**config.mk**
```make
export PLATFORM = sky130hd
export DESIGN_NAME = oaie_ctrl
export DESIGN_NICKNAME = d
export VERILOG_FILES = /design/src/rtl/core/oaie_pkg.sv /design/src/rtl/core/oaie_ctrl.sv
export VERILOG_INCLUDE_DIRS = /design/src /design/src/rtl/core
export SDC_FILE = /design/constraint.sdc
export NUM_CORES = 1
export LEC_CHECK = 0
export ABC_AREA = 1
export BUFFER_PORTS_ARGS = -buffer_cell sky130_fd_sc_hd__buf_2
export CORE_UTILIZATION = 34
export CTS_CLUSTER_SIZE = 30
export DETAILED_ROUTE_END_ITERATION = 10
export GPL_TIMING_DRIVEN = 0
export PLACE_DENSITY_LB_ADDON = 0.25
export SLEW_MARGIN = 0
export SYNTH_ARGS = -nofsm -noshare
export SYNTH_HDL_FRONTEND = slang
export SYNTH_SLANG_ARGS = --single-unit
```
**constraint.sdc**
```tcl
create_clock -name clk -period 3.84 [get_ports clk]
set_clock_uncertainty 0.1 [all_clocks]
set_input_delay 0.768 -clock clk [delete_from_list [all_inputs] [get_ports clk]]
set_output_delay 0.768 -clock clk [all_outputs]
set_load 0.02 [all_outputs]
```
**src/rtl/core/ordered_array_insert_erase_defines.svh**
```systemverilog
// Assertion helpers for the ordered array block.
// Both expect signals named clk and rst in the using scope.
`ifndef ORDERED_ARRAY_INSERT_ERASE_DEFINES_SVH
`define ORDERED_ARRAY_INSERT_ERASE_DEFINES_SVH

// Consequent checked in the same cycle as the antecedent
`define OAIE_ASSERT_NOW(label, ante, cons, msg) \
  label: assert property (@(posedge clk) disable iff (rst) (ante) |-> (cons)) \
    else $error(msg);

// Consequent checked in the cycle after the antecedent
`define OAIE_ASSERT_NEXT(label, ante, cons, msg) \
  label: assert property (@(posedge clk) disable iff (rst) (ante) |=> (cons)) \
    else $error(msg);

`endif

```
**src/rtl/core/oaie_pkg.sv**
```systemverilog
`timescale 1ns / 1ps

package oaie_pkg;

  // Operation codes; six and seven are accepted and do nothing
  typedef enum logic [2:0] {
    ACT_INSERT,
    ACT_ERASE,
    ACT_READ,
    ACT_RESIZE,
    ACT_PUSH,
    ACT_POP
  } action_t;

  typedef enum logic [1:0] {
    ST_OK,
    ST_FULL,
    ST_BADPOS,
    ST_EMPTY
  } status_t;

  typedef struct packed {
    action_t            action;
    logic [8:0]         position;
    logic [8:0]         new_size;
    logic signed [31:0] value;
  } req_word_t;

  typedef struct packed {
    logic signed [31:0] read_value;
    logic [8:0]         size_now;
    logic [8:0]         capacity_now;
    status_t            status;
  } rsp_word_t;

endpackage

```
**src/rtl/core/oaie_ctrl.sv**
```systemverilog
`timescale 1ns / 1ps
`include "ordered_array_insert_erase_defines.svh"

module oaie_ctrl #(
  parameter int DEPTH        = 256,
  parameter int ELEMENT_BITS = 32,
  localparam int AW          = (DEPTH > 1) ? $clog2(DEPTH) : 1
) (
  input  logic                    clk,
  input  logic                    rst,
  input  logic                    req_valid,
  output logic                    req_ready,
  input  oaie_pkg::req_word_t     req,
  output logic                    res_valid,
  input  logic                    res_take,
  output oaie_pkg::rsp_word_t     res,
  output logic                    mem_we,
  output logic [AW-1:0]           mem_waddr,
  output logic [ELEMENT_BITS-1:0] mem_wdata,
  output logic [AW-1:0]           mem_raddr,
  input  logic [ELEMENT_BITS-1:0] mem_rdata
);

  localparam int CW = $clog2(DEPTH + 1);

  typedef enum logic [2:0] {
    S_IDLE,
    S_SHIFT_UP,
    S_PUT,
    S_SHIFT_DN,
    S_FLUSH,
    S_FILL,
    S_RD,
    S_RD_DATA
  } state_t;

  // S_DONE kept apart so the enum stays dense
  logic done;

  state_t                  state;
  logic [CW-1:0]           count;
  logic [CW-1:0]           cap;
  logic [CW-1:0]           cursor;
  logic [CW-1:0]           last;
  logic [ELEMENT_BITS-1:0] elem;
  logic                    pend_valid;
  logic [AW-1:0]           pend_addr;
  oaie_pkg::status_t       status;
  logic signed [31:0]      rd_value;

  logic [CW-1:0]           cur_dn;
  logic [CW-1:0]           cur_up;
  logic [CW:0]             cap_dbl;
  logic [CW-1:0]           cap_grow;
  logic [31:0]             pos32;
  logic [31:0]             cnt32;
  logic [31:0]             nsz32;
  logic [31:0]             ipos32;
  logic [63:0]             val64;
  logic signed [ELEMENT_BITS-1:0] rd_elem;
  logic signed [63:0]      rd64;
  logic                    accept;

  assign accept    = req_valid && req_ready;
  assign req_ready = (state == S_IDLE) && !done;
  assign cur_dn    = cursor - 1'b1;
  assign cur_up    = cursor + 1'b1;
  assign pos32     = 32'(req.position);
  assign cnt32     = 32'(count);
  assign nsz32     = 32'(req.new_size);
  assign ipos32    = (req.action == oaie_pkg::ACT_PUSH) ? cnt32 : pos32;
  assign val64     = 64'(req.value);
  assign rd_elem   = mem_rdata;
  assign rd64      = 64'(rd_elem);
  assign cap_dbl   = {cap, 1'b0};

  // Capacity after an insert into a full list: 0 -> 1, then double, clamp at depth
  always_comb begin
    if (count != cap) begin
      cap_grow = cap;
    end else if (cap == '0) begin
      cap_grow = CW'(1);
    end else if (32'(cap_dbl) > DEPTH) begin
      cap_grow = CW'(DEPTH);
    end else begin
      cap_grow = cap_dbl[CW-1:0];
    end
  end

  // Drive the memory ports: a pending shift write wins over new data
  always_comb begin
    mem_we    = 1'b0;
    mem_waddr = pend_addr;
    mem_wdata = mem_rdata;
    if (pend_valid) begin
      mem_we = 1'b1;
    end else if (state == S_PUT) begin
      mem_we    = 1'b1;
      mem_waddr = last[AW-1:0];
      mem_wdata = elem;
    end else if (state == S_FILL) begin
      mem_we    = 1'b1;
      mem_waddr = cursor[AW-1:0];
      mem_wdata = elem;
    end
    case (state)
      S_SHIFT_UP: mem_raddr = cur_dn[AW-1:0];
      S_SHIFT_DN: mem_raddr = cursor[AW-1:0];
      default:    mem_raddr = last[AW-1:0];
    endcase
  end

  assign res_valid        = done;
  assign res.read_value   = rd_value;
  assign res.size_now     = 9'(count);
  assign res.capacity_now = 9'(cap);
  assign res.status       = status;

  // Sequencer: decode on accept, walk the memory, then hold the result word
  always_ff @(posedge clk) begin
    if (rst) begin
      state      <= S_IDLE;
      done       <= 1'b0;
      count      <= '0;
      cap        <= '0;
      pend_valid <= 1'b0;
    end else begin
      pend_valid <= 1'b0;
      case (state)
        S_IDLE: begin
          if (done) begin
            if (res_take) begin
              done <= 1'b0;
            end
          end else if (accept) begin
            rd_value <= '0;
            status   <= oaie_pkg::ST_OK;
            elem     <= val64[ELEMENT_BITS-1:0];
            done     <= 1'b1;
            case (req.action)
              oaie_pkg::ACT_INSERT, oaie_pkg::ACT_PUSH: begin
                if (cnt32 >= DEPTH) begin
                  status <= oaie_pkg::ST_FULL;
                end else if (ipos32 > cnt32) begin
                  status <= oaie_pkg::ST_BADPOS;
                end else begin
                  cap    <= cap_grow;
                  count  <= count + 1'b1;
                  cursor <= count;
                  last   <= CW'(ipos32);
                  done   <= 1'b0;
                  state  <= (ipos32 < cnt32) ? S_SHIFT_UP : S_PUT;
                end
              end
              oaie_pkg::ACT_ERASE: begin
                if (count == '0) begin
                  status <= oaie_pkg::ST_EMPTY;
                end else if (pos32 >= cnt32) begin
                  status <= oaie_pkg::ST_BADPOS;
                end else begin
                  count  <= count - 1'b1;
                  cursor <= CW'(pos32 + 32'd1);
                  last   <= count;
                  if (pos32 + 32'd1 < cnt32) begin
                    done  <= 1'b0;
                    state <= S_SHIFT_DN;
                  end
                end
              end
              oaie_pkg::ACT_READ: begin
                if (pos32 < cnt32) begin
                  last  <= CW'(pos32);
                  done  <= 1'b0;
                  state <= S_RD;
                end else begin
                  status <= oaie_pkg::ST_BADPOS;
                end
              end
              oaie_pkg::ACT_RESIZE: begin
                if (nsz32 > DEPTH) begin
                  status <= oaie_pkg::ST_FULL;
                end else if (nsz32 <= cnt32) begin
                  count <= CW'(nsz32);
                end else begin
                  if (nsz32 > 32'(cap)) begin
                    cap <= CW'(nsz32);
                  end
                  count  <= CW'(nsz32);
                  cursor <= count;
                  last   <= CW'(nsz32);
                  done   <= 1'b0;
                  state  <= S_FILL;
                end
              end
              oaie_pkg::ACT_POP: begin
                if (count == '0) begin
                  status <= oaie_pkg::ST_EMPTY;
                end else begin
                  count <= count - 1'b1;
                end
              end
              default: begin
              end
            endcase
          end
        end
        S_SHIFT_UP: begin
          // Read entry below, write it one place up next cycle
          pend_valid <= 1'b1;
          pend_addr  <= cursor[AW-1:0];
          cursor     <= cur_dn;
          if (cur_dn == last) begin
            state <= S_PUT;
          end
        end
        S_PUT: begin
          if (!pend_valid) begin
            done  <= 1'b1;
            state <= S_IDLE;
          end
        end
        S_SHIFT_DN: begin
          // Read entry above, write it one place down next cycle
          pend_valid <= 1'b1;
          pend_addr  <= cur_dn[AW-1:0];
          cursor     <= cur_up;
          if (cur_up == last) begin
            state <= S_FLUSH;
          end
        end
        S_FLUSH: begin
          done  <= 1'b1;
          state <= S_IDLE;
        end
        S_FILL: begin
          cursor <= cur_up;
          if (cur_up == last) begin
            done  <= 1'b1;
            state <= S_IDLE;
          end
        end
        S_RD: begin
          state <= S_RD_DATA;
        end
        S_RD_DATA: begin
          rd_value <= rd64[31:0];
          done     <= 1'b1;
          state    <= S_IDLE;
        end
        default: begin
          state <= S_IDLE;
        end
      endcase
    end
  end

  `OAIE_ASSERT_NOW(a_count_bound, 1'b1, 32'(count) <= DEPTH, "element count above depth")
  `OAIE_ASSERT_NOW(a_cap_covers, 1'b1, cap >= count, "capacity below element count")
  `OAIE_ASSERT_NOW(a_idle_quiet, state == S_IDLE, !mem_we, "memory written while idle")
  `OAIE_ASSERT_NEXT(a_accept_busy, accept, !req_ready, "new word taken while busy")

endmodule

```
==> results of run 1 <==
kinds of logic (layout without fill, tap and decap cells):
group | Yosys count | after routing
AND/OR/NAND/NOR | 474 | 474
AO/OA/AOI/OAI | 214 | 214
buffers and inverters | 180 | 406
flip-flops | 115 | 115
adder cells (fa/ha/maj) | 57 | 57
XOR/XNOR | 15 | 15
area by class of cell:
| cell class | instances | area, um^2 | area share, % |
|---|---|---|---|
| clock inverters | 15 | 183 | 1.80 |
| plain buffers | 31 | 160 | 1.58 |
| repair buffers | 194 | 1020 | 10.1 |
| well taps | 319 | 399 | 3.94 |
| inverters | 149 | 559 | 5.51 |
| clock buffers | 17 | 425 | 4.19 |
| flip-flops and latches | 115 | 3220 | 31.8 |
| multi-input cells | 760 | 4170 | 41.1 |
cell usage in the layout (no fill, tap or decap), drive strengths merged, types with 3 or more instances in the layout:
| cell | n |
|---|---|
| a221oi | 3 |
| a22oi | 8 |
| inv | 159 |
| edfxtp | 92 |
| xor2 | 10 |
| o21ai | 101 |
| o2111ai | 8 |
| buf | 208 |
| nor2 | 118 |
| o221ai | 8 |
| nand2 | 239 |
| clkbuf | 34 |
| dfxtp | 23 |
| o211ai | 5 |
| xnor2 | 5 |
| nand3b | 5 |
| nand3 | 82 |
| nor3 | 6 |
| o22ai | 12 |
| a21oi | 59 |
| ha | 56 |
| nand4 | 14 |
| or2 | 4 |
registers in the layout, indices dropped and copies added (netlist names):
signal      count
elem           32
count           9
cap             9
cursor          9
pend_addr       8
state           3
rd_value       32
res_valid       1
pend_valid      1
last            9
status          2
where the power goes:
group	switching (mW)	total, mW	internal (mW)
clock	0.652	1.64	0.986
combinational	1.68	2.49	0.813
sequential	0.131	1.72	1.58
total	2.46	5.85	3.38
timing repair:
| action | in CTS | in global routing |
|---|---|---|
| gates resized for setup | 1 | 3 |
| endpoints found under the setup margin | 9 | 18 |
| buffers inserted | 0 | 1 |
| pin swaps | 0 | 1 |
| endpoints found under the hold margin | 0 | 0 |
Yosys cell counts (10+ instances only):
master | count | area share, %
ha_1 | 56 | 8.7
xor2_1 | 10 | 1.1
nand2_1 | 238 | 11
a21oi_1 | 58 | 3.6
o21ai_0 | 94 | 5.8
edfxtp_1 | 92 | 34
nor2_1 | 108 | 5.0
inv_1 | 142 | 6.6
nand4_1 | 14 | 1.1
nand3_1 | 81 | 5.0
clkbuf_1 | 17 | 0.79
o22ai_1 | 12 | 0.93
dfxtp_1 | 23 | 5.7
critical path, delay by kind of cell:
kind	cells	cell delay, ps
simple gates	8	1110
fa+ha+maj	1	290
compound gates	4	680
buf+inv	4	760
metal layers:
metal  routed length [um]  vias up  track usage, %  share of wire (%)
li1                     -     4012               -                  -
met1                11300     3642            27.5                 45
met2                11600      319            34.2                 46
met3                 1920       37            4.25                7.6
met4                  482        0            7.05                1.9
met5                    0        -               0                  0
how the worst min path moves through the flow:
stage               slack, ps  endpoint  cells past startpoint
finish                    420  elem[12]                      1
global placement          440    cap[1]                      2
detailed placement        440    cap[1]                      2
global route              390  elem[13]                      1
floorplan                 400  state[0]                      2
CTS                       400  elem[16]                      1
==> results.json, run 1 <==
{
  "dieArea_um2": 24400,
  "synth-xor-area-share_pct": 1.63,
  "leakage_nw": 4.70,
  "slew_viol_final": 0,
  "path_clk_slew_ps": 70,
  "dp.cells": 1567,
  "yosys.area_share.simple_pct": 25.5,
  "cp_slowest_stage_delay_ps": 400,
  "period_minus_slack_ps": 3590,
  "ys_ff_latch": 115,
  "r2r_slack_ps": 710,
  "clk_latency_ps": 420,
  "startpoint": "req[51]",
  "start_kind": "primary input",
  "hp-start": "req[12]",
  "cts_tree": "built",
  "cts_buffer_depth": 2,
  "run_status": "complete, no violations",
  "synth.area.mux_share_pct": 0,
  "crit_path_frequent_cell": "nand2_1",
  "vias": 8010,
  "slew_headroom_pct": 46.3,
  "worst_pin_slew_ps": 802,
  "initial_core_util_pct": 34.5,
  "cts_hold_buffers": 0,
  "grt_usage_pct": 20.9,
  "chipWidth_um": 156,
  "setup_viol": 0,
  "ys_seq_area_share_pct": 39.9,
  "cts-root-buf": "clkbuf_16",
  "io-pin-count": 192,
  "wl_per_cell_um": 15.8,
  "die_h_um": 156,
  "routed_wirelength_um": 25300,
  "io_buffers": 191,
  "rows": 56,
  "cts_buffers": 17,
  "globalplace.congestion": 0.892,
  "netlist_instances": 1055,
  "r2r-end": "cursor[0]",
  "instances_no_fill": 1600,
  "dpl_cell_area_um2": 9500,
  "vdd_drop_max_mv": 0.296,
  "grt_max_degree": 34,
  "endpoint_kind": "flop",
  "finalSetupTns_ps": 0,
  "cts_sinks": 115,
  "drc": 0,
  "hold_viol": 0,
  "setup_slack_ps": 247,
  "ant_nets": 0,
  "n_fill_cell": 2446,
  "power_density_nw_per_um2": 576,
  "syn_to_final_growth_pct": 25.5,
  "yosys_warnings": 0,
  "first_pass_iters": 5,
  "final_cell_area_um2": 10100,
  "synth_top_family_by_area": "simple AND/OR/NAND/NOR gates",
  "dp_hpwl_um": 19700,
  "first_global_vias": 7437,
  "crit_end": "cursor[0]",
  "fin_crit_sh_pct": 93.6,
  "holdWs_ps": 415,
  "fin_util_pct": 43.3,
  "ys_types": 50,
  "worst_hold_path_type": "primary input to flop",
  "viasPerCell": 5.01,
  "p_total_mw": 5.85,
  "fmax_mhz": 278,
  "worstPathArrival_ps": 3620,
  "htreeDepth": 4,
  "syn_nets": 1201,
  "drt_iter0_drc": 726,
  "antenna_found_initial": 0,
  "synth_compound_area_share_pct": 15.2,
  "rsz0062_at_grt": "false",
  "worstPathCellList": "buf_2 > nor2_1 > nand2_1 > clkbuf_1 > nand2_1 > o21ai_1 > inv_1 > ha_1 > a21oi_1 > o21a_1 > nand3_1 > nand2_1 > nand2_1 > nor2_1 > nand3_1 > a21oi_4 > buf_12",
  "reg2regPathDepth": 11,
  "synth-async-reset-ratio_pct": 0,
  "drv_cap": 0,
  "drive_gt1_share_pct": 21.1,
  "nNetsFinal": 1414,
  "postSynthAreaPerCell_um2": 7.66,
  "gr-total-overflow": 0,
  "synth_edf_count": 92,
  "synthAdderAreaFrac_pct": 8.92,
  "netlist_area_um2": 8080,
  "crit_type": "primary input to flop",
  "timing.rr.start": "count[0]",
  "insertedDiodeCount": 0,
  "worstPathRequired_ps": 3870,
  "cp_slowest_cell": "clkbuf_1",
  "cp_max_fo": 10,
  "grt_pass1_wl_um": 39300,
  "pre_cts_ws_ps": -740,
  "core_um2": 23400,
  "ys.flop_type": "edfxtp_1"
}
Power figures use the tool's default switching activity.
==> run 2: changes to the inputs <==
--- a/config.mk
+++ b/config.mk
@@ -8,12 +8,13 @@
 export LEC_CHECK = 0
 export ABC_AREA = 1
 export BUFFER_PORTS_ARGS = -buffer_cell sky130_fd_sc_hd__buf_2
+export CORE_MARGIN = 2
 export CORE_UTILIZATION = 34
 export CTS_CLUSTER_SIZE = 30
 export DETAILED_ROUTE_END_ITERATION = 10
 export GPL_TIMING_DRIVEN = 0
+export MAX_ROUTING_LAYER = met4
 export PLACE_DENSITY_LB_ADDON = 0.25
-export SLEW_MARGIN = 0
 export SYNTH_ARGS = -nofsm -noshare
 export SYNTH_HDL_FRONTEND = slang
 export SYNTH_SLANG_ARGS = --single-unit
==> run 2 against run 1 <==
  * Total power increased by 0.12%
  * Final cell count about the same
  * Critical path depth decreased by 2
  * Critical path type unchanged
  * Global-route usage decreased by 0.13 points
  * Maximum frequency decreased by 0.76%
  * Count of clock-buffer cells in the layout unchanged
  * Highest routed layer unchanged
  * Worst setup slack got worse by 27 ps
  * Sequential share of layout area about the same
  * Critical endpoint is now last[7]
  * Largest cell class unchanged
  * Core utilization about the same
  * Final area about the same
  * Die area increased by 2.6%
==> results.json, run 2 (same netlist as run 1, synthesis figures left out) <==
{
  "antenna_found_initial": 0,
  "globalplace.congestion": 0.894,
  "vias": 8062,
  "nNetsFinal": 1414,
  "multiInputGateArea_um2": 4170,
  "first_pass_iters": 6,
  "cts_buffer_depth": 2,
  "drv_cap": 0,
  "drive_gt1_share_pct": 21.0,
  "cp_slowest_stage_delay_ps": 450,
  "fmax_mhz": 276,
  "cts_buffers": 17,
  "core_um2": 23400,
  "leakage_nw": 4.70,
  "final_cell_mix": "nand2_1 (238), buf_2 (196), inv_1 (142)",
  "path_clk_slew_ps": 60,
  "cts-root-buf": "clkbuf_16",
  "initial_core_util_pct": 34.5,
  "grt_pass1_wl_um": 38900,
  "slew_viol_final": 0,
  "cp_max_fo": 10,
  "cts_sinks": 115,
  "chipWidth_um": 158,
  "worst_pin_slew_ps": 833,
  "io_buffers": 191,
  "gr-total-overflow": 0,
  "dieArea_um2": 25000,
  "drc": 0,
  "power.share.clock_pct": 28.0,
  "wl_per_cell_um": 16.0,
  "grt_usage_pct": 20.8,
  "start_kind": "primary input",
  "cts_hold_buffers": 0,
  "syn_to_final_growth_pct": 25.5,
  "crit_type": "primary input to flop",
  "worstPathArrival_ps": 3580,
  "worst_hold_path_type": "primary input to flop",
  "rows": 56,
  "grt_max_degree": 26,
  "cts_tree": "built",
  "fin_crit_sh_pct": 94.3,
  "dp.cells": 1567,
  "crit_path_frequent_cell": "nand2_1",
  "drt_iter0_drc": 689,
  "cp_slowest_cell": "and3_1",
  "worstPathCellList": "buf_2 > nor2_1 > nand2_1 > clkbuf_1 > nand2_1 > o21ai_0 > inv_1 > ha_1 > nand2_1 > nor3b_1 > a21oi_1 > nand2_1 > nand3_1 > nor2_2 > and3_1",
  "ant_nets": 0,
  "period_minus_slack_ps": 3620,
  "combPwrFrac_pct": 42.6,
  "slew_headroom_pct": 44.3,
  "p_seq_share_pct": 29.3,
  "holdWs_ps": 418,
  "vdd_drop_max_mv": 0.320,
  "htreeDepth": 4,
  "endpoint_kind": "flop",
  "die_h_um": 158,
  "reg_top3": "elem x32, rd_value x32",
  "internal-power_mw": 3.39,
  "clk_latency_ps": 420,
  "worstPathRequired_ps": 3800,
  "switching_share_pct": 42.1,
  "regArea_um2": 3220,
  "instances_no_fill": 1601,
  "routed_wirelength_um": 25600,
  "setup_viol": 0,
  "io-pin-count": 192,
  "power_density_nw_per_um2": 577,
  "viasPerCell": 5.04,
  "run_status": "complete, no violations",
  "hold_viol": 0,
  "rsz0062_at_grt": "false",
  "dp_hpwl_um": 20100,
  "layout_commonest_cell": "nand2_1",
  "p_sw_mw": 2.47,
  "first_global_vias": 7402,
  "n_fill_cell": 2451
}
-- run 2: cell count changes in the layout (fill, tap and decap cells not counted), sizes merged --
cell / delta
clkinv: -2
inv: +1
diode: +1
clkinvlp: +1
-- run 2: power by group through the flow --
stage	Clock, mW	Sequential, mW	Combinational [mW]
after floorplan	0	1.81	1.58
after CTS	1.67	1.72	2.47
after detailed placement	0	1.74	2.45
after global routing	1.72	1.74	2.78
final	1.64	1.72	2.50
after global placement	0	1.75	2.39
-- run 2: layout make-up --
cell class | count | area share [%]
Multi-Input combinational cell | 760 | 41.1
Sequential cell | 115 | 31.8
Timing Repair Buffer | 194 | 10.1
Inverter | 149 | 5.51
Clock buffer | 17 | 4.19
Tap cell | 319 | 3.93
Clock inverter | 15 | 1.81
Buffer | 31 | 1.58
Antenna cell | 1 | 0.0247
-- run 2: layer usage --
metal / part of all wire [%] / track usage [%] / routed length [um]
met1: 45 / 27.6 / 11600
met2: 45 / 31.3 / 11500
met3: 7.1 / 3.67 / 1830
met4: 2.8 / 8.79 / 717
met5: 0 / - / 0
-- run 2: repair_timing --
item                                    4_1_cts  5_1_grt
setup buffers                                 0        1
resized for setup                             1        1
endpoints found under the setup margin        9        9
endpoints found under the hold margin         0        0
pin swaps                                     0        1
-- run 2: worst paths after layout --
kind,slack (ps),cells past startpoint,start,endpoint
max reg2reg,600,9,count[0],last[7]
max,220,15,req[51],last[7]
min,420,1,req[17],elem[17]
min reg2reg,440,2,cap[1],cap[1]
-- run 2: worst max-delay path: cells and delay by family --
kind	cells	cell delay (ps)
fa+ha+maj	1	300
compound gates	2	230
buf+inv	3	610
simple gates	9	1660
-- run 2: stage by stage --
step | utilization [%] | total power [mW] | setup WS, ps | area (um^2) | TNS [ps]
after floorplan | - | 3.39 | 338 | 8080 | 0
after global placement | 40.3 | 4.15 | -632 | 9440 | -24370
after detailed placement | 40.6 | 4.20 | -605 | 9500 | -6880
after CTS | 43.2 | 5.86 | 140 | 10100 | 0
after global routing | 43.3 | 6.24 | 24.0 | 10100 | 0
final | 43.3 | 5.85 | 220 | 10100 | 0
==> run 3: changes to the inputs <==
--- a/config.mk
+++ b/config.mk
@@ -9,7 +9,7 @@
 export ABC_AREA = 1
 export BUFFER_PORTS_ARGS = -buffer_cell sky130_fd_sc_hd__buf_2
 export CORE_MARGIN = 2
-export CORE_UTILIZATION = 34
+export CORE_UTILIZATION = 48
 export CTS_CLUSTER_SIZE = 30
 export DETAILED_ROUTE_END_ITERATION = 10
 export GPL_TIMING_DRIVEN = 0
==> constraint.sdc (replaced) <==
create_clock -name clk -period 3.84 [get_ports clk]
set_clock_uncertainty 0.1 [all_clocks]
set_input_delay 0.768 -clock clk [delete_from_list [all_inputs] [get_ports clk]]
set_output_delay 0.768 -clock clk [all_outputs]
set_load 0.1 [all_outputs]
==> run 3 against run 2 <==
  * Global-route usage grew 6.9 points
  * Critical endpoint is now mem_wdata[23]
  * Total power grew 26%
  * Sequential cell count is the same
  * Core utilization grew 17 points
  * Critical path depth shrank 5
  * Final cell count shrank 6.4%
  * Die area shrank 28%
  * Clock power shrank 7%
  * Count of clock-buffer cells in the layout is the same
  * Hold slack lost 1.1 ps
==> results.json, run 3 (same netlist as run 1, synthesis figures left out) <==
{
  "power_density_nw_per_um2": 741,
  "cts-root-buf": "clkbuf_16",
  "multiInputGateArea_um2": 4170,
  "cts_hold_buffers": 0,
  "regArea_um2": 3220,
  "p_total_mw": 7.37,
  "io_buffers": 191,
  "path_clk_slew_ps": 60,
  "fin_crit_sh_pct": 94.8,
  "syn_to_final_growth_pct": 23.2,
  "setup_slack_ps": 200,
  "gr-total-overflow": 0,
  "n_fill_cell": 1524,
  "layout_commonest_cell": "nand2_1",
  "start_kind": "flop",
  "crit_type": "flop to output port",
  "insertedDiodeCount": 0,
  "globalplace.congestion": 0.959,
  "die_h_um": 134,
  "final_cell_area_um2": 9960,
  "leakage_nw": 4.68,
  "cts_setup_buffers": 0,
  "slew_headroom_pct": 37.7,
  "core_um2": 16500,
  "instances_no_fill": 1499,
  "initial_core_util_pct": 48.9,
  "dpl_cell_area_um2": 9360,
  "period_minus_slack_ps": 3640,
  "io-pin-count": 192,
  "wl_per_cell_um": 16.1,
  "first_pass_iters": 6,
  "antenna_found_initial": 0,
  "final_cell_mix": "nand2_1 (238), buf_2 (191), inv_1 (142)",
  "grt_pass1_wl_um": 37700,
  "cts_sinks": 115,
  "htreeDepth": 4,
  "dp_hpwl_um": 18900,
  "fmax_mhz": 275,
  "dieArea_um2": 17900,
  "chipWidth_um": 134,
  "cts_tree": "built",
  "first_global_vias": 7326,
  "drive_gt1_share_pct": 21.0,
  "rows": 47,
  "nNetsFinal": 1412,
  "drc": 0,
  "hold_viol": 0,
  "endpoint_kind": "output port",
  "reg_top3": "elem x32, rd_value x32",
  "worst_hold_path_type": "primary input to flop",
  "pre_cts_ws_ps": -466,
  "cts_buffer_depth": 2,
  "cp_max_fo": 10,
  "ant_nets": 0,
  "grt_max_degree": 35,
  "viasPerCell": 5.44,
  "drt_iter0_drc": 518,
  "clk_latency_ps": 420,
  "vdd_drop_max_mv": 0.500,
  "worstPathRequired_ps": 2970,
  "cts_buffers": 17,
  "vias": 8149,
  "worst_pin_slew_ps": 932,
  "routed_wirelength_um": 24100,
  "slew_viol_final": 0,
  "grt_usage_pct": 27.7,
  "drv_cap": 0,
  "worstPathArrival_ps": 2770,
  "run_status": "complete, no violations",
  "dp.cells": 1467,
  "setup_viol": 0
}
run 3: stage by stage:
| stage | util (%) | hold WS [ps] | setup TNS [ps] |
|---|---|---|---|
| 2_1_floorplan | - | 397 | -6000 |
| 5_1_grt | 60.2 | 403 | -0.333 |
| 4_1_cts | 60.1 | 405 | 0 |
| 6_report | 60.2 | 417 | 0 |
| 3_3_place_gp | 56.3 | 441 | -11350 |
| 3_5_place_dp | 56.6 | 443 | -5160 |
run 3: layer usage:
layer	part of all wire, %	routed length [um]	up-vias	global-route usage (%)
met5	0	0	-	-
met4	2.9	699	0	10.5
met3	8.4	2020	47	6.16
met2	47	11300	373	44.2
met1	42	10200	3714	34.4
li1	-	-	4015	-
run 3: path summary, 6_finish.rpt:
check        startpoint       endpoint  slack (ps)  cells after the start
max            state[1]  mem_wdata[23]         200                     10
min             req[12]       elem[12]         420                      1
min reg2reg    state[1]       state[1]         450                      2
max reg2reg    count[0]      cursor[0]         630                     10
run 3: what timing repair did:
| item | in CTS | in global routing |
|---|---|---|
| cloned | 0 | 0 |
| endpoints found under the setup margin | 9 | 28 |
| resized for setup | 1 | 9 |
run 3: where the power goes:
group | switching (mW) | internal, mW
Combinational | 3.34 | 0.794
Sequential | 0.130 | 1.59
Clock | 0.619 | 0.908
run 3: area by class of cell:
class | count | area share [%]
plain buffers | 31 | 1.62
inverters | 149 | 5.62
repair buffers | 192 | 10.0
clock inverters | 15 | 1.47
flip-flops and latches | 115 | 32.4
multi-input cells | 760 | 41.9
clock buffers | 17 | 4.27
well taps | 220 | 2.76
run 3: worst max-delay path: stages (launching register included):
cell      delay [ps]
dfxtp_1          410
inv_1             80
nor2_1            80
inv_1            100
o21ai_0          240
inv_1            100
nor2_2           310
clkbuf_1         390
nand2_1          110
o21ai_0           90
buf_2            450
